--- src/hw/rtl/dpod_pkg.sv ---
// Shared types and constants for the dual piezo onset detector.
package dpod_pkg;

  // Fixed field widths.
  localparam int unsigned TIME_W    = 32;
  localparam int unsigned TATUM_W   = 16;
  localparam int unsigned LEVEL_W   = 10;
  localparam int unsigned REFR_W    = 16;
  localparam int unsigned SLOT_OUT_W = 5;
  // Two bars of 24 tatums of up to 65535 ms fit in 21 bits.
  localparam int unsigned WINDOW_W  = 21;

  // Tatums in a two-bar window for straight and swing time.
  localparam logic [4:0] TATUMS_STRAIGHT = 5'd24;
  localparam logic [4:0] TATUMS_SWING    = 5'd16;

  // Configuration port.
  localparam int unsigned CFG_IDX_W  = 3;
  localparam int unsigned CFG_DATA_W = 16;

  localparam logic [CFG_IDX_W-1:0] CFG_SWING_MODE       = 3'd0;
  localparam logic [CFG_IDX_W-1:0] CFG_DISCHARGE_KICK   = 3'd1;
  localparam logic [CFG_IDX_W-1:0] CFG_DISCHARGE_SNARE  = 3'd2;
  localparam logic [CFG_IDX_W-1:0] CFG_DELTA_KICK       = 3'd3;
  localparam logic [CFG_IDX_W-1:0] CFG_DELTA_SNARE      = 3'd4;
  localparam logic [CFG_IDX_W-1:0] CFG_REFRACTORY_KICK  = 3'd5;
  localparam logic [CFG_IDX_W-1:0] CFG_REFRACTORY_SNARE = 3'd6;

  // Register values after reset.
  localparam logic [LEVEL_W-1:0] RST_DISCHARGE  = 10'd6;
  localparam logic [LEVEL_W-1:0] RST_DELTA_KICK = 10'd70;
  localparam logic [LEVEL_W-1:0] RST_DELTA_SNARE = 10'd50;
  localparam logic [REFR_W-1:0]  RST_REFRACTORY = 16'd50;

  typedef struct packed {
    logic                swing_mode;
    logic [LEVEL_W-1:0]  discharge_kick;
    logic [LEVEL_W-1:0]  discharge_snare;
    logic [LEVEL_W-1:0]  delta_kick;
    logic [LEVEL_W-1:0]  delta_snare;
    logic [REFR_W-1:0]   refractory_kick;
    logic [REFR_W-1:0]   refractory_snare;
  } cfg_t;

  // One item as it travels from the front end to the back end.
  typedef struct packed {
    logic [TIME_W-1:0]   now_ms;
    logic [WINDOW_W-1:0] window;
    logic [LEVEL_W-1:0]  level_kick;
    logic [LEVEL_W-1:0]  level_snare;
  } item_t;

  // Queue status seen by the back end.
  typedef struct packed {
    logic  valid;
    item_t item;
  } queue_head_t;

  typedef enum logic [1:0] {
    BK_IDLE,
    BK_CHECK,
    BK_ENV,
    BK_DECIDE
  } back_state_t;

endpackage

--- src/hw/rtl/dpod_ram.sv ---
// Generic single-port-write, registered-read RAM.
module dpod_ram #(
  parameter int unsigned WIDTH = 32,
  parameter int unsigned DEPTH = 32
) (
  input  logic                     clk,
  input  logic                     we,
  input  logic [$clog2(DEPTH)-1:0] wr_addr,
  input  logic [WIDTH-1:0]         wr_data,
  input  logic [$clog2(DEPTH)-1:0] rd_addr,
  output logic [WIDTH-1:0]         rd_data
);

  logic [WIDTH-1:0] mem [DEPTH];
  logic [WIDTH-1:0] rd_data_r;

  // Write port and registered read port.
  always_ff @(posedge clk) begin
    if (we) begin
      mem[wr_addr] <= wr_data;
    end
    rd_data_r <= mem[rd_addr];
  end

  assign rd_data = rd_data_r;

endmodule

--- src/hw/rtl/dpod_front.sv ---
// Front end: accepts items and works out the two-bar pruning window.
module dpod_front (
  input  dpod_pkg::cfg_t                       cfg,
  input  logic                                 in_valid,
  output logic                                 in_ready,
  input  logic [dpod_pkg::TIME_W-1:0]          in_now_ms,
  input  logic [dpod_pkg::TATUM_W-1:0]         in_tatum_period,
  input  logic [dpod_pkg::LEVEL_W-1:0]         in_level_kick,
  input  logic [dpod_pkg::LEVEL_W-1:0]         in_level_snare,
  input  logic                                 q_full,
  output logic                                 q_push,
  output dpod_pkg::item_t                      q_item
);
  import dpod_pkg::*;

  logic [4:0] tatums;

  // The window is 16 tatums in swing mode and 24 otherwise.
  assign tatums = cfg.swing_mode ? TATUMS_SWING : TATUMS_STRAIGHT;

  always_comb begin
    q_item.now_ms      = in_now_ms;
    q_item.window      = WINDOW_W'(in_tatum_period) * WINDOW_W'(tatums);
    q_item.level_kick  = in_level_kick;
    q_item.level_snare = in_level_snare;
  end

  // A transfer happens whenever the queue has room.
  assign in_ready = !q_full;
  assign q_push   = in_valid && !q_full;

endmodule

--- src/hw/rtl/dpod_queue.sv ---
// Two-entry queue between the front end and the back end.
module dpod_queue (
  input  logic                  clk,
  input  logic                  rst_n,
  input  logic                  push,
  input  dpod_pkg::item_t       push_item,
  output logic                  full,
  input  logic                  pop,
  output dpod_pkg::queue_head_t head
);
  import dpod_pkg::*;

  item_t      entry_r [2];
  logic       wr_ptr_r, wr_ptr_nxt;
  logic       rd_ptr_r, rd_ptr_nxt;
  logic [1:0] count_r, count_nxt;
  logic       do_pop;

  assign full   = (count_r == 2'd2);
  assign do_pop = pop && (count_r != 2'd0);

  // Pointer and occupancy bookkeeping.
  always_comb begin
    wr_ptr_nxt = push ? ~wr_ptr_r : wr_ptr_r;
    rd_ptr_nxt = do_pop ? ~rd_ptr_r : rd_ptr_r;
    count_nxt  = count_r;
    if (push && !do_pop) begin
      count_nxt = count_r + 2'd1;
    end else if (!push && do_pop) begin
      count_nxt = count_r - 2'd1;
    end
  end

  always_ff @(posedge clk) begin
    if (!rst_n) begin
      wr_ptr_r <= 1'b0;
      rd_ptr_r <= 1'b0;
      count_r  <= 2'd0;
    end else begin
      wr_ptr_r <= wr_ptr_nxt;
      rd_ptr_r <= rd_ptr_nxt;
      count_r  <= count_nxt;
    end
  end

  // Entry storage.
  always_ff @(posedge clk) begin
    if (push) begin
      entry_r[wr_ptr_r] <= push_item;
    end
  end

  assign head.valid = (count_r != 2'd0);
  assign head.item  = entry_r[rd_ptr_r];

endmodule

--- src/hw/rtl/dpod_back.sv ---
// Back end: prunes the onset ring, runs the envelopes and decides onsets.
module dpod_back #(
  parameter int unsigned HISTORY_DEPTH = 32
) (
  input  logic                                clk,
  input  logic                                rst_n,
  input  dpod_pkg::cfg_t                      cfg,
  input  dpod_pkg::queue_head_t               head,
  output logic                                q_pop,
  output logic                                out_valid,
  input  logic                                out_ready,
  output logic                                out_onset_found,
  output logic                                out_onset_is_snare,
  output logic [dpod_pkg::SLOT_OUT_W-1:0]     out_newest_slot,
  output logic [dpod_pkg::SLOT_OUT_W-1:0]     out_oldest_slot
);
  import dpod_pkg::*;

  localparam int unsigned SLOT_W = $clog2(HISTORY_DEPTH);
  localparam logic [SLOT_W-1:0] LAST_SLOT = SLOT_W'(HISTORY_DEPTH - 1);

  function automatic logic [SLOT_W-1:0] next_slot(input logic [SLOT_W-1:0] s);
    next_slot = (s == LAST_SLOT) ? '0 : s + 1'b1;
  endfunction

  function automatic logic [TIME_W-1:0] ready_time(input logic [TIME_W-1:0] now,
                                                   input logic [REFR_W-1:0] gap);
    logic [TIME_W:0] sum;
    sum = {1'b0, now} + (TIME_W+1)'(gap);
    ready_time = sum[TIME_W] ? '1 : sum[TIME_W-1:0];
  endfunction

  back_state_t state_r, state_nxt;
  item_t       item_r;

  // Ring pointers and per-slot valid bits.
  logic [SLOT_W-1:0]        oldest_r, oldest_nxt;
  logic [SLOT_W-1:0]        write_r, write_nxt;
  logic [SLOT_W-1:0]        recent_r, recent_nxt;
  logic [HISTORY_DEPTH-1:0] valid_r;
  logic                     ent_valid_r;
  logic [TIME_W-1:0]        rd_data;
  logic [TIME_W-1:0]        entry;
  logic                     is_old;
  logic                     advance;

  // Envelope and timing state.
  logic [LEVEL_W-1:0] env_kick_r, env_kick_nxt;
  logic [LEVEL_W-1:0] env_snare_r, env_snare_nxt;
  logic [LEVEL_W-1:0] lat_kick_r, lat_kick_nxt;
  logic [LEVEL_W-1:0] lat_snare_r, lat_snare_nxt;
  logic [TIME_W-1:0]  last_tick_r, last_tick_nxt;
  logic [TIME_W-1:0]  kick_ready_r, kick_ready_nxt;
  logic [TIME_W-1:0]  snare_ready_r, snare_ready_nxt;

  logic [LEVEL_W-1:0] peak_kick, peak_snare;
  logic [LEVEL_W-1:0] dis_kick, dis_snare;
  logic               tick;
  logic               kick_hit, snare_hit, rec;
  logic               fire;
  logic               env_load;
  logic               check_en;

  // Result register.
  logic                  out_valid_r, out_valid_nxt;
  logic                  out_found_r, out_snare_r;
  logic [SLOT_OUT_W-1:0] out_newest_r, out_oldest_r;

  // Next state.
  always_comb begin
    state_nxt = state_r;
    case (state_r)
      BK_IDLE: begin
        if (head.valid) begin
          state_nxt = BK_CHECK;
        end
      end
      BK_CHECK: begin
        if (!advance) begin
          state_nxt = BK_ENV;
        end
      end
      BK_ENV: begin
        state_nxt = BK_DECIDE;
      end
      BK_DECIDE: begin
        if (fire) begin
          state_nxt = BK_IDLE;
        end
      end
      default: begin
        state_nxt = BK_IDLE;
      end
    endcase
  end

  // State decoded into control.
  always_comb begin
    q_pop    = 1'b0;
    check_en = 1'b0;
    env_load = 1'b0;
    fire     = 1'b0;
    case (state_r)
      BK_IDLE: begin
        q_pop = head.valid;
      end
      BK_CHECK: begin
        check_en = 1'b1;
      end
      BK_ENV: begin
        env_load = 1'b1;
      end
      BK_DECIDE: begin
        fire = !out_valid_r || out_ready;
      end
      default: begin
        q_pop = 1'b0;
      end
    endcase
  end

  // Pruning: one ring entry is checked per cycle; the read address follows
  // the pointer value of the next cycle so each check sees its own entry.
  assign entry   = ent_valid_r ? rd_data : '0;
  assign is_old  = (({1'b0, entry} + (TIME_W+1)'(item_r.window)) < {1'b0, item_r.now_ms});
  assign advance = check_en && is_old && (oldest_r != write_r);
  assign oldest_nxt = advance ? next_slot(oldest_r) : oldest_r;

  dpod_ram #(
    .WIDTH (TIME_W),
    .DEPTH (HISTORY_DEPTH)
  ) u_ring (
    .clk     (clk),
    .we      (fire && rec),
    .wr_addr (write_r),
    .wr_data (item_r.now_ms),
    .rd_addr (oldest_nxt),
    .rd_data (rd_data)
  );

  // Peak hold, then once per new millisecond discharge and latch.
  always_comb begin
    peak_kick  = (item_r.level_kick > env_kick_r) ? item_r.level_kick : env_kick_r;
    peak_snare = (item_r.level_snare > env_snare_r) ? item_r.level_snare : env_snare_r;
    dis_kick   = (peak_kick > cfg.discharge_kick) ? peak_kick - cfg.discharge_kick : '0;
    dis_snare  = (peak_snare > cfg.discharge_snare) ? peak_snare - cfg.discharge_snare : '0;
    tick       = item_r.now_ms > last_tick_r;

    env_kick_nxt  = env_kick_r;
    env_snare_nxt = env_snare_r;
    lat_kick_nxt  = lat_kick_r;
    lat_snare_nxt = lat_snare_r;
    last_tick_nxt = last_tick_r;
    if (env_load) begin
      env_kick_nxt  = tick ? dis_kick : peak_kick;
      env_snare_nxt = tick ? dis_snare : peak_snare;
      if (tick) begin
        lat_kick_nxt  = dis_kick;
        lat_snare_nxt = dis_snare;
        last_tick_nxt = item_r.now_ms;
      end
    end
  end

  // Onset decision; the kick channel is checked first and wins.
  always_comb begin
    kick_hit  = ({1'b0, env_kick_r} > ({1'b0, lat_kick_r} + {1'b0, cfg.delta_kick})) &&
                (item_r.now_ms > kick_ready_r);
    snare_hit = !kick_hit &&
                ({1'b0, env_snare_r} > ({1'b0, lat_snare_r} + {1'b0, cfg.delta_snare})) &&
                (item_r.now_ms > snare_ready_r);
    rec       = kick_hit || snare_hit;

    kick_ready_nxt  = kick_ready_r;
    snare_ready_nxt = snare_ready_r;
    write_nxt       = write_r;
    recent_nxt      = recent_r;
    if (fire && kick_hit) begin
      kick_ready_nxt = ready_time(item_r.now_ms, cfg.refractory_kick);
    end
    if (fire && snare_hit) begin
      snare_ready_nxt = ready_time(item_r.now_ms, cfg.refractory_snare);
    end
    if (fire && rec) begin
      recent_nxt = write_r;
      write_nxt  = next_slot(write_r);
    end
  end

  // The result stays until the receiver takes it.
  always_comb begin
    out_valid_nxt = out_valid_r;
    if (fire) begin
      out_valid_nxt = 1'b1;
    end else if (out_ready) begin
      out_valid_nxt = 1'b0;
    end
  end

  // Control and state registers.
  always_ff @(posedge clk) begin
    if (!rst_n) begin
      state_r       <= BK_IDLE;
      oldest_r      <= '0;
      write_r       <= '0;
      recent_r      <= '0;
      valid_r       <= '0;
      ent_valid_r   <= 1'b0;
      env_kick_r    <= '0;
      env_snare_r   <= '0;
      lat_kick_r    <= '0;
      lat_snare_r   <= '0;
      last_tick_r   <= '0;
      kick_ready_r  <= '0;
      snare_ready_r <= '0;
      out_valid_r   <= 1'b0;
    end else begin
      state_r       <= state_nxt;
      oldest_r      <= oldest_nxt;
      write_r       <= write_nxt;
      recent_r      <= recent_nxt;
      ent_valid_r   <= valid_r[oldest_nxt];
      if (fire && rec) begin
        valid_r[write_r] <= 1'b1;
      end
      env_kick_r    <= env_kick_nxt;
      env_snare_r   <= env_snare_nxt;
      lat_kick_r    <= lat_kick_nxt;
      lat_snare_r   <= lat_snare_nxt;
      last_tick_r   <= last_tick_nxt;
      kick_ready_r  <= kick_ready_nxt;
      snare_ready_r <= snare_ready_nxt;
      out_valid_r   <= out_valid_nxt;
    end
  end

  // Payload registers.
  always_ff @(posedge clk) begin
    if (q_pop) begin
      item_r <= head.item;
    end
    if (fire) begin
      out_found_r  <= rec;
      out_snare_r  <= snare_hit;
      out_newest_r <= SLOT_OUT_W'(recent_nxt);
      out_oldest_r <= SLOT_OUT_W'(oldest_r);
    end
  end

  assign out_valid          = out_valid_r;
  assign out_onset_found    = out_found_r;
  assign out_onset_is_snare = out_snare_r;
  assign out_newest_slot    = out_newest_r;
  assign out_oldest_slot    = out_oldest_r;

  // The oldest pointer only moves while the ring is being pruned.
  a_oldest_moves_in_check: assert property (@(posedge clk) disable iff (!rst_n)
    (state_r != BK_CHECK) |=> $stable(oldest_r))
    else $error("oldest pointer moved outside the pruning state");

  // Pruning never walks past the write slot.
  a_prune_stops_at_write: assert property (@(posedge clk) disable iff (!rst_n)
    (state_r == BK_CHECK && oldest_r == write_r) |=> (state_r == BK_ENV))
    else $error("pruning continued past the write slot");

  // A new result only appears after the decision state.
  a_result_from_decide: assert property (@(posedge clk) disable iff (!rst_n)
    $rose(out_valid_r) |-> ($past(state_r) == BK_DECIDE))
    else $error("result raised outside the decision state");

  // A snare flag without an onset would be a decode slip.
  a_snare_needs_onset: assert property (@(posedge clk) disable iff (!rst_n)
    (out_valid_r && out_snare_r) |-> out_found_r)
    else $error("snare flagged without an onset");

endmodule

--- src/hw/rtl/dual_piezo_onset_detector_top.sv ---
// Top level of the dual piezo onset detector.
//
// Each input transfer carries a millisecond timestamp, the tatum period and
// one sample from the kick and snare piezo sensors. For every input transfer
// exactly one result transfer follows, in order: an onset flag, a snare flag,
// the ring slot of the newest recorded onset and that of the oldest onset
// still inside the two-bar window. Configuration is written through cfg_we,
// cfg_index and cfg_wdata and takes effect at once; the user must write it
// only while idle, which the block itself does not enforce.
// A two-entry queue sits between the front end and the back end. For each
// item the back end steps through its idle, check, envelope and decide
// states, staying in the check state while it prunes ring entries, the
// pruning walk reading one entry per cycle from the onset ring memory. The
// result is held in an output register, so the back end carries one more
// item up to its decision while the receiver stalls; then the queue fills
// and in_ready falls. Reset clears the envelopes, timers, ring pointers and
// ring valid bits at once and restores the configuration defaults; no
// clearing pass.
module dual_piezo_onset_detector_top #(
  parameter int unsigned HISTORY_DEPTH = 32
) (
  input  logic                                clk,
  input  logic                                rst_n,
  input  logic                                in_valid,
  output logic                                in_ready,
  input  logic [dpod_pkg::TIME_W-1:0]         in_now_ms,
  input  logic [dpod_pkg::TATUM_W-1:0]        in_tatum_period,
  input  logic [dpod_pkg::LEVEL_W-1:0]        in_level_kick,
  input  logic [dpod_pkg::LEVEL_W-1:0]        in_level_snare,
  output logic                                out_valid,
  input  logic                                out_ready,
  output logic                                out_onset_found,
  output logic                                out_onset_is_snare,
  output logic [dpod_pkg::SLOT_OUT_W-1:0]     out_newest_slot,
  output logic [dpod_pkg::SLOT_OUT_W-1:0]     out_oldest_slot,
  input  logic                                cfg_we,
  input  logic [dpod_pkg::CFG_IDX_W-1:0]      cfg_index,
  input  logic [dpod_pkg::CFG_DATA_W-1:0]     cfg_wdata
);
  import dpod_pkg::*;

  cfg_t        cfg_r, cfg_nxt;
  logic        q_full;
  logic        q_push;
  item_t       q_item;
  logic        q_pop;
  queue_head_t q_head;

  // Configuration register writes.
  always_comb begin
    cfg_nxt = cfg_r;
    if (cfg_we) begin
      case (cfg_index)
        CFG_SWING_MODE:       cfg_nxt.swing_mode       = cfg_wdata[0];
        CFG_DISCHARGE_KICK:   cfg_nxt.discharge_kick   = cfg_wdata[LEVEL_W-1:0];
        CFG_DISCHARGE_SNARE:  cfg_nxt.discharge_snare  = cfg_wdata[LEVEL_W-1:0];
        CFG_DELTA_KICK:       cfg_nxt.delta_kick       = cfg_wdata[LEVEL_W-1:0];
        CFG_DELTA_SNARE:      cfg_nxt.delta_snare      = cfg_wdata[LEVEL_W-1:0];
        CFG_REFRACTORY_KICK:  cfg_nxt.refractory_kick  = cfg_wdata[REFR_W-1:0];
        CFG_REFRACTORY_SNARE: cfg_nxt.refractory_snare = cfg_wdata[REFR_W-1:0];
        default: begin
          cfg_nxt = cfg_r;
        end
      endcase
    end
  end

  always_ff @(posedge clk) begin
    if (!rst_n) begin
      cfg_r.swing_mode       <= 1'b0;
      cfg_r.discharge_kick   <= RST_DISCHARGE;
      cfg_r.discharge_snare  <= RST_DISCHARGE;
      cfg_r.delta_kick       <= RST_DELTA_KICK;
      cfg_r.delta_snare      <= RST_DELTA_SNARE;
      cfg_r.refractory_kick  <= RST_REFRACTORY;
      cfg_r.refractory_snare <= RST_REFRACTORY;
    end else begin
      cfg_r <= cfg_nxt;
    end
  end

  dpod_front u_front (
    .cfg             (cfg_r),
    .in_valid        (in_valid),
    .in_ready        (in_ready),
    .in_now_ms       (in_now_ms),
    .in_tatum_period (in_tatum_period),
    .in_level_kick   (in_level_kick),
    .in_level_snare  (in_level_snare),
    .q_full          (q_full),
    .q_push          (q_push),
    .q_item          (q_item)
  );

  dpod_queue u_queue (
    .clk       (clk),
    .rst_n     (rst_n),
    .push      (q_push),
    .push_item (q_item),
    .full      (q_full),
    .pop       (q_pop),
    .head      (q_head)
  );

  dpod_back #(
    .HISTORY_DEPTH (HISTORY_DEPTH)
  ) u_back (
    .clk                (clk),
    .rst_n              (rst_n),
    .cfg                (cfg_r),
    .head               (q_head),
    .q_pop              (q_pop),
    .out_valid          (out_valid),
    .out_ready          (out_ready),
    .out_onset_found    (out_onset_found),
    .out_onset_is_snare (out_onset_is_snare),
    .out_newest_slot    (out_newest_slot),
    .out_oldest_slot    (out_oldest_slot)
  );

endmodule
--- config.mk ---
export PLATFORM = sky130hd
export DESIGN_NAME = dual_piezo_onset_detector_top
export DESIGN_NICKNAME = d
export VERILOG_FILES = /design/src/hw/rtl/dpod_pkg.sv /design/src/hw/rtl/dpod_ram.sv /design/src/hw/rtl/dpod_front.sv /design/src/hw/rtl/dpod_queue.sv /design/src/hw/rtl/dpod_back.sv /design/src/hw/rtl/dual_piezo_onset_detector_top.sv
export SDC_FILE = /design/constraint.sdc
export NUM_CORES = 2
export LEC_CHECK = 0
export ABC_AREA = 1
export BUFFER_PORTS_ARGS = -buffer_cell sky130_fd_sc_hd__clkbuf_2
export CAP_MARGIN = 15
export CORE_MARGIN = 1
export CORE_UTILIZATION = 46
export CTS_CLUSTER_SIZE = 20
export DETAILED_ROUTE_END_ITERATION = 10
export PLACE_DENSITY = 0.65
export RECOVER_POWER = 25
export SLEW_MARGIN = 20
export SYNTH_ARGS = -nofsm -noshare
export SYNTH_HDL_FRONTEND = slang
export SYNTH_SLANG_ARGS = --single-unit
--- constraint.sdc ---
create_clock -name clk -period 5.8 [get_ports clk]
set_input_delay 0.58 -clock clk [delete_from_list [all_inputs] [get_ports clk]]
set_output_delay 0.58 -clock clk [all_outputs]
set_load 0.01 [all_outputs]
== Word-level counts from Yosys, hierarchy flattened ==
Memories as Yosys holds them, arrays and structs flattened. A register that Yosys moved wholly into a read port is not among the register bits.
Index checks and enable logic that the tools add are counted.

* Bits in registers: 276
* RAM bits: 1,170
* Memories: 2

* Add/subtract/negate cells: 11
* Multipliers: 1
* $lt $le $gt $ge: 13
* Eq/ne operators: 16
* Multiplexer cells: 34
* Bitwise logic cells: 3
* Reductions and logical operators: 34

{| class="wikitable"
|+ Memory list
! name !! depth !! bits a word !! rd ports !! clocked after memory_dff !! write ports !! line !! text
|-
| u_back.u_ring.mem || 32 || 32 || 1 || 1 || 1 || dpod_ram.sv:14 || <nowiki>logic [WIDTH-1:0] mem [DEPTH];</nowiki>
|-
| u_queue.entry_r || 2 || 73 || 1 || 1 || 1 || dpod_queue.sv:13 || <nowiki>item_t entry_r [2];</nowiki>
|}

{| class="wikitable"
|+ Operator list
! operator !! number
|-
| $gt 32x32->1 || 3
|-
| $mux 32 || 3
|-
| $add 32x16->33 || 2
|-
| $mux 10 || 6
|-
| $gt 10x10->1 || 4
|-
| $add 32x21->33 || 1
|-
| $lt 33x32->1 || 1
|-
| $or 32x32->32 || 1
|-
| $add 10x10->11 || 2
|-
| $gt 10x11->1 || 2
|-
| $mul 16x5->21 || 1
|-
| $mux 5 || 4
|-
| $sub 10x10->10 || 2
|-
| $reduce_and 2->1 || 8
|-
| $logic_and 1x1->1 || 13
|-
| $lt 5x6->1 const B || 2
|-
| $mux 1 || 12
|-
| $add 5x1->5 const B || 2
|-
| $eq 5x5->1 const B || 2
|-
| $mux 2 || 5
|-
| $eq 3x3->1 const B || 3
|-
| $pmux 2 s4 || 1
|-
| $eq 2x2->1 const B || 3
|-
| $eq 3x2->1 const B || 2
|-
| other kinds (18) || 27
|}

== Depth between registers and ports, before layout ==
* Depth in word-level cells: 10
* Mapped depth: 45
* Mapped depth without buffers: 41

== By module ==
Synthesis repeated with hierarchy kept, for this count alone.

* Cell total of the unflattened synthesis: 6,945
* Area, all modules: 72,168.0 µm²

{| class="wikitable"
|+ Modules (own cells, without submodules)
! module !! instances !! cells each !! area an instance (µm²)
|-
| dpod_ram || 1 || 3,536 || 42,405.7
|-
| dpod_back || 1 || 2,443 || 19,114.6
|-
| dpod_queue || 1 || 263 || 5,855.6
|-
| dual_piezo_onset_detector_top || 1 || 411 || 2,907.8
|-
| dpod_front || 1 || 292 || 1,884.3
|}

== Least setup slack after synthesis ==
Ideal clock, no wire load.

* Path type: flip-flop to flip-flop
* From: register cfg_r[42] (netlist name)
* To: memory u_back.u_ring.mem[30][0], enable pin
* Library setup time: 0.461 ns
* Arrival time: 5.211 ns
* Setup slack: 0.128 ns
* Stages on the path, launching flop included: 22
* Path buffers: 1
* Period minus slack after synthesis: 5.672 ns
* Path through: dfxtp_1 ha_1 fa_1 nand3_1 nand2_1 a21oi_1 nor2_1 nor2_1 nor2_1 o21ai_0 nand2_1 xnor2_1 ha_1 nand2_1 nor4_1 a21o_1 nor3_1 nand3_1 nand2_1 nand2_1 clkbuf_1 nor3_1

* Cells in the longest elaborated chain, start to end: 10

{| class="wikitable"
|+ Ends and longest elaborated chain
! item !! line !! text
|-
| start, declared || dual_piezo_onset_detector_top.sv:42 || <nowiki>cfg_t cfg_r, cfg_nxt;</nowiki>
|-
| start signal, assigned || dual_piezo_onset_detector_top.sv:78 || <nowiki>cfg_r <= cfg_nxt;</nowiki>
|-
| $add 10x10->11 * || dpod_back.sv:167 || <nowiki>kick_hit = ({1'b0, env_kick_r} > ({1'b0, lat_kick_r} + {1'b0, cfg.delta_kick})) &&</nowiki>
|-
| $gt 10x11->1 * || dpod_back.sv:167 ||
|-
| $logic_and 1x1->1 * || dpod_back.sv:167 ||
|-
| $logic_not 1->1 || dpod_back.sv:169 || <nowiki>snare_hit = !kick_hit &&</nowiki>
|-
| $logic_and 1x1->1 || dpod_back.sv:169 ||
|-
| $logic_and 1x1->1 || dpod_back.sv:170 || <nowiki>({1'b0, env_snare_r} > ({1'b0, lat_snare_r} + {1'b0, cfg.delta_snare})) &&</nowiki>
|-
| $logic_or 1x1->1 * || dpod_back.sv:172 || <nowiki>rec = kick_hit || snare_hit;</nowiki>
|-
| named net u_back.rec || dpod_back.sv:59 || <nowiki>logic kick_hit, snare_hit, rec;</nowiki>
|-
| $logic_and 1x1->1 * || dpod_back.sv:134 || <nowiki>.we (fire && rec),</nowiki>
|-
| $mux 1 * || dpod_ram.sv:19 || <nowiki>if (we) begin</nowiki>
|-
| $mux 1 (implied by the code) * || dpod_ram.sv:20 || <nowiki>mem[wr_addr] <= wr_data;</nowiki>
|-
| end, declared || dpod_ram.sv:14 ||
|}

The timed path passes the listed nets; every way through them passes the cells marked *.

== Worst setup path after layout ==
* From: register u_back.item_r[69] (netlist name)
* To: register u_back.u_ring.rd_data_r[9] (netlist: u_back.u_ring.rd_data[9]) (read register of u_back.u_ring.mem)

* Cells in the longest elaborated chain, start to end: 4

{| class="wikitable"
|+ Ends and longest elaborated chain
! item !! line !! text
|-
| $lt 33x32->1 || dpod_back.sv:125 || <nowiki>assign is_old = (({1'b0, entry} + (TIME_W+1)'(item_r.window)) < {1'b0, item_r.now_ms});</nowiki>
|-
| $logic_and 1x1->1 (2 in a row) || dpod_back.sv:126 || <nowiki>assign advance = check_en && is_old && (oldest_r != write_r);</nowiki>
|-
| $mux 5 || dpod_back.sv:127 || <nowiki>assign oldest_nxt = advance ? next_slot(oldest_r) : oldest_r;</nowiki>
|-
| end, declared || dpod_ram.sv:15 || <nowiki>logic [WIDTH-1:0] rd_data_r;</nowiki>
|}

No other way between the ends.
A chain may end at the register's enable or synchronous reset.

==> metrics.yaml <==
via_per_inst: 5.36
start_util: 0.464
utilization: 0.531
post-route-period-util: 0.960
synth_edf_count: 1246
crit_buf_inv: 7
vias: 55171
clockBufferDepth: 3
reg2reg_setup_slack_ps: 230
synth_ff_type: "edfxtp_1"
cap_violations: 18
syn_inst: 7805
min_path_cells: 3
grt_remaining_overflow: 0
first_pass_iters: 6
r2r-start: "u_back.item_r[69]$_DFFE_PP_"
post-route-worst-setup-slack_ps: 230
grt_pass1_vias: 53268
slew_viol_final: 687
syn-cell-area_sq_um: 73700
status: "complete, but fails checks"
powerDensity_nw_per_um2: 523
ant_nets: 0
final-setup-viol-count: 0
area_growth_pct: 14.4
die_x_um: 402
avgSynthCellArea_sq_um: 9.44
clock_latency_ps: 800
ios: 106
die_y_um: 402
async_flop_share: 0
cp_data_arrival_time_ps: 6310
track_usage: 0.263
row_count: 146
tns_ps: 0
nNetsFinal: 8505
critPathLaunchType: "flop"
ys_types: 49
cts_tree: "built"
clock_skew_ps: 34.2
fin_area_sq_um: 84300
cts_buffers: 162
rr_worst_depth: 24
slew_headroom: -1.91
wl_mm: 215
htreeDepth: 4
place_hpwl_mm: 136
final_layout_size_suffix_gt1_frac: 0.0797
ys_ff_latch: 1542
cp.required_ps: 6540
dieArea_sq_um: 162000
leakage_nw: 36.8
tightest_slew_ps: 4370
cpPeakStageDelay_ps: 1690
violations: "max-capacitance violations, max-slew violations"
path_cells: "clkbuf_1 -> inv_1 -> ha_1 -> nand2_1 -> nor2_1 -> a211oi_1 -> nand2_1 -> nand2_1 -> nand2_1 -> nand2_2 -> nand2_2 -> buf_12 -> inv_1 -> nand2_1 -> nand2_4 -> buf_4 -> buf_12 -> buf_12 -> nand3_1 -> nand3_1 -> nand3_1 -> nand2_1 -> nand2_1 -> nand2_1"
seq_area_frac_synth: 0.588
place_area_sq_um: 78500
fmax_ghz: 0.180
grt_first_pass_wirelength_mm: 323
hold_end: "cfg_r[28]$_SDFFE_PN0P_"
post-place-ws_ps: -582
drc_errors: 0
cp.depth: 24
synth-warning-count: 0
fillers: 13811
hp-start: "cfg_wdata[12]"
min_path_type: "input port to flop"
gp_congestion: 0.931
coreArea_sq_um: 159000
syn_nets: 8231
wl_per_cell_um: 20.9
root_buffer: "clkbuf_16"
power.total_w: 0.0441
hold_viol_final: 0
clk_pin_slew_ps: 60
antenna_found_initial: 5
r2r_end: "u_back.u_ring.rd_data[9]$_DFF_P_"
cpMostUsedCell: "nand2_1"
critPathMaxFanout: 39
port-buffer-count: 105
finalCriticalPeriod_ps: 5570
cts_sinks: 1542
drt_iter0_markers: 5338
endpoint_kind: "flop"
critical_path_class: "flop to flop"
ir_drop_v: 0.000413
crit_path_top_delay_cell: "clkbuf_1"
grt_start_max_net_pins: 103
crit_family: "buffers and inverters"
-- worst reg2reg max path: stages, from the launching register on --
cell	delay, ps
edfxtp_1	450
clkbuf_1	1690
inv_1	510
ha_1	490
nand2_1	90
nor2_1	50
a211oi_1	180
nand2_1	90
nand2_1	60
nand2_1	50
nand2_2	160
nand2_2	90
buf_12	160
inv_1	110
nand2_1	140
nand2_4	150
buf_4	160
buf_12	180
buf_12	170
nand3_1	80
nand3_1	70
nand3_1	130
nand2_1	100
nand2_1	80
nand2_1	90
-- logic make-up after synthesis --
family	share of synthesized area
compound gates	0.0494
xor+xnor	0.0115
fa+ha+maj	0.0577
buf+inv	0.0982
flops	0.588
mux	0.000272
simple gates	0.194
-- worst max path at each step --
stage | start | endpoint | slack (ps)
final | u_back.item_r[69]$_DFFE_PP_ | u_back.u_ring.rd_data[9]$_DFF_P_ | 230
after global routing | u_back.ent_valid_r$_SDFF_PN0_ | u_back.ent_valid_r$_SDFF_PN0_ | -0.3
after CTS | u_back.ent_valid_r$_SDFF_PN0_ | u_back.u_ring.rd_data[3]$_DFF_P_ | 7
after detailed placement | u_back.ent_valid_r$_SDFF_PN0_ | u_back.u_ring.rd_data[3]$_DFF_P_ | -580
after global placement | u_back.ent_valid_r$_SDFF_PN0_ | u_back.u_ring.rd_data[3]$_DFF_P_ | -530
after floorplan | cfg_r[42]$_SDFFE_PN0P_ | u_back.u_ring.mem[30][0]$_DFFE_PP_ | 130
-- power breakdown --
| part | total, W | internal, W | leakage, nW | switching, W |
|---|---|---|---|---|
| sequential | 0.0148 | 0.0139 | 13.7 | 0.000912 |
| combinational | 0.0190 | 0.00657 | 20.6 | 0.0124 |
| clock | 0.0103 | 0.00595 | 2.57 | 0.00439 |
-- synth_stat cells, types with 5 or more instances --
cell type  instances  share of area
nand2_1         1686          0.086
inv_1           1465          0.075
edfxtp_1        1246           0.51
nand3_1         1245          0.085
nor2_1           333          0.017
ha_1             325          0.055
a21oi_1          304          0.021
dfxtp_1          296          0.080
o21ai_0          239          0.016
buf_2            166          0.011
clkbuf_1         115         0.0059
xor2_1            56         0.0067
xnor2_1           41         0.0049
buf_4             36         0.0037
nor3_1            32         0.0022
o211ai_1          32         0.0033
a31oi_1           25         0.0021
nand4_1           18         0.0015
buf_1             16        0.00082
a211oi_1          13         0.0013
a21o_1            10         0.0010
buf_6              9         0.0014
fa_1               9         0.0024
o21a_1             8        0.00082
o21bai_1           8        0.00082
or2_2              8        0.00068
a221oi_1           6        0.00071
nor4_1             6        0.00051
a21boi_0           5        0.00051
clkinv_1           5        0.00025
inv_2              5        0.00025
o221ai_1           5        0.00059
-- per-stage QoR --
step | std cells | hold WS (ps)
global route | 10286 | 73.7
CTS | 10276 | 0.882
floorplan | 7805 | 431
global placement | 9922 | 444
finish | 10290 | 69.4
detailed placement | 9922 | 449
-- sequential cells by signal, summed over array words and instances, names as in the netlist, 32 cells and up --
register and count:
u_back.u_ring.mem 1024, u_queue.entry_r 140, cfg_r 73, u_back.item_r 70, u_back.kick_ready_r 32, u_back.last_tick_r 32, u_back.snare_ready_r 32, u_back.u_ring.rd_data 32
u_back.valid_r 32
-- placed cells by master (no fill, tap or decap), types with 12 or more instances in the layout --
cell           netlist  final
clkbuf_2             1     65
buf_12               0     86
o21ai_0            239    237
dlygate4sd3_1        0     51
nand2_1           1686   1681
clkinv_2             0     27
edfxtp_1          1246   1246
dfxtp_1            296    294
nor2_1             333    321
inv_2                5     24
nor3_1              32     30
nor2_4               0     12
xnor2_1             41     41
clkbuf_8             0     15
ha_1               325    325
clkinv_1             5     27
a31oi_1             25     25
xor2_1              56     56
inv_1             1465   1442
buf_4               36    185
nand4_1             18     18
o211ai_1            32     32
clkbuf_1           115    106
clkbuf_16            0    169
nand3_1           1245   1242
a211oi_1            13     13
a21oi_1            304    300
-- timing repair --
action,CTS,global route
cloned,0,3
gates resized for setup,5,15
pin swaps,1,4
buffers inserted,4,8
hold endpoints to repair,102,0
setup endpoints to repair,33,33
hold buffers,51,0
-- layout make-up --
type / instances / area [sq um] / share of cell area
Clock buffer: 226 / 4550 / 0.0540
Antenna cell: 4 / 10.0 / 0.000119
Sequential cell: 1542 / 43300 / 0.514
Clock inverter: 73 / 699 / 0.00830
Tap cell: 2072 / 2590 / 0.0308
Timing Repair Buffer: 452 / 4230 / 0.0502
Inverter: 1475 / 5540 / 0.0658
Multi-Input combinational cell: 4446 / 23300 / 0.277
-- metal layers --
layer | GRT usage | vias up | wire length (um)
li1 | - | 26144 | -
met1 | 0.337 | 26191 | 85800
met2 | 0.435 | 2326 | 100000
met3 | 0.0398 | 510 | 16900
met4 | 0.129 | 0 | 12000
met5 | 0 | - | 0
Note: power is estimated with default switching activity, not from simulation.
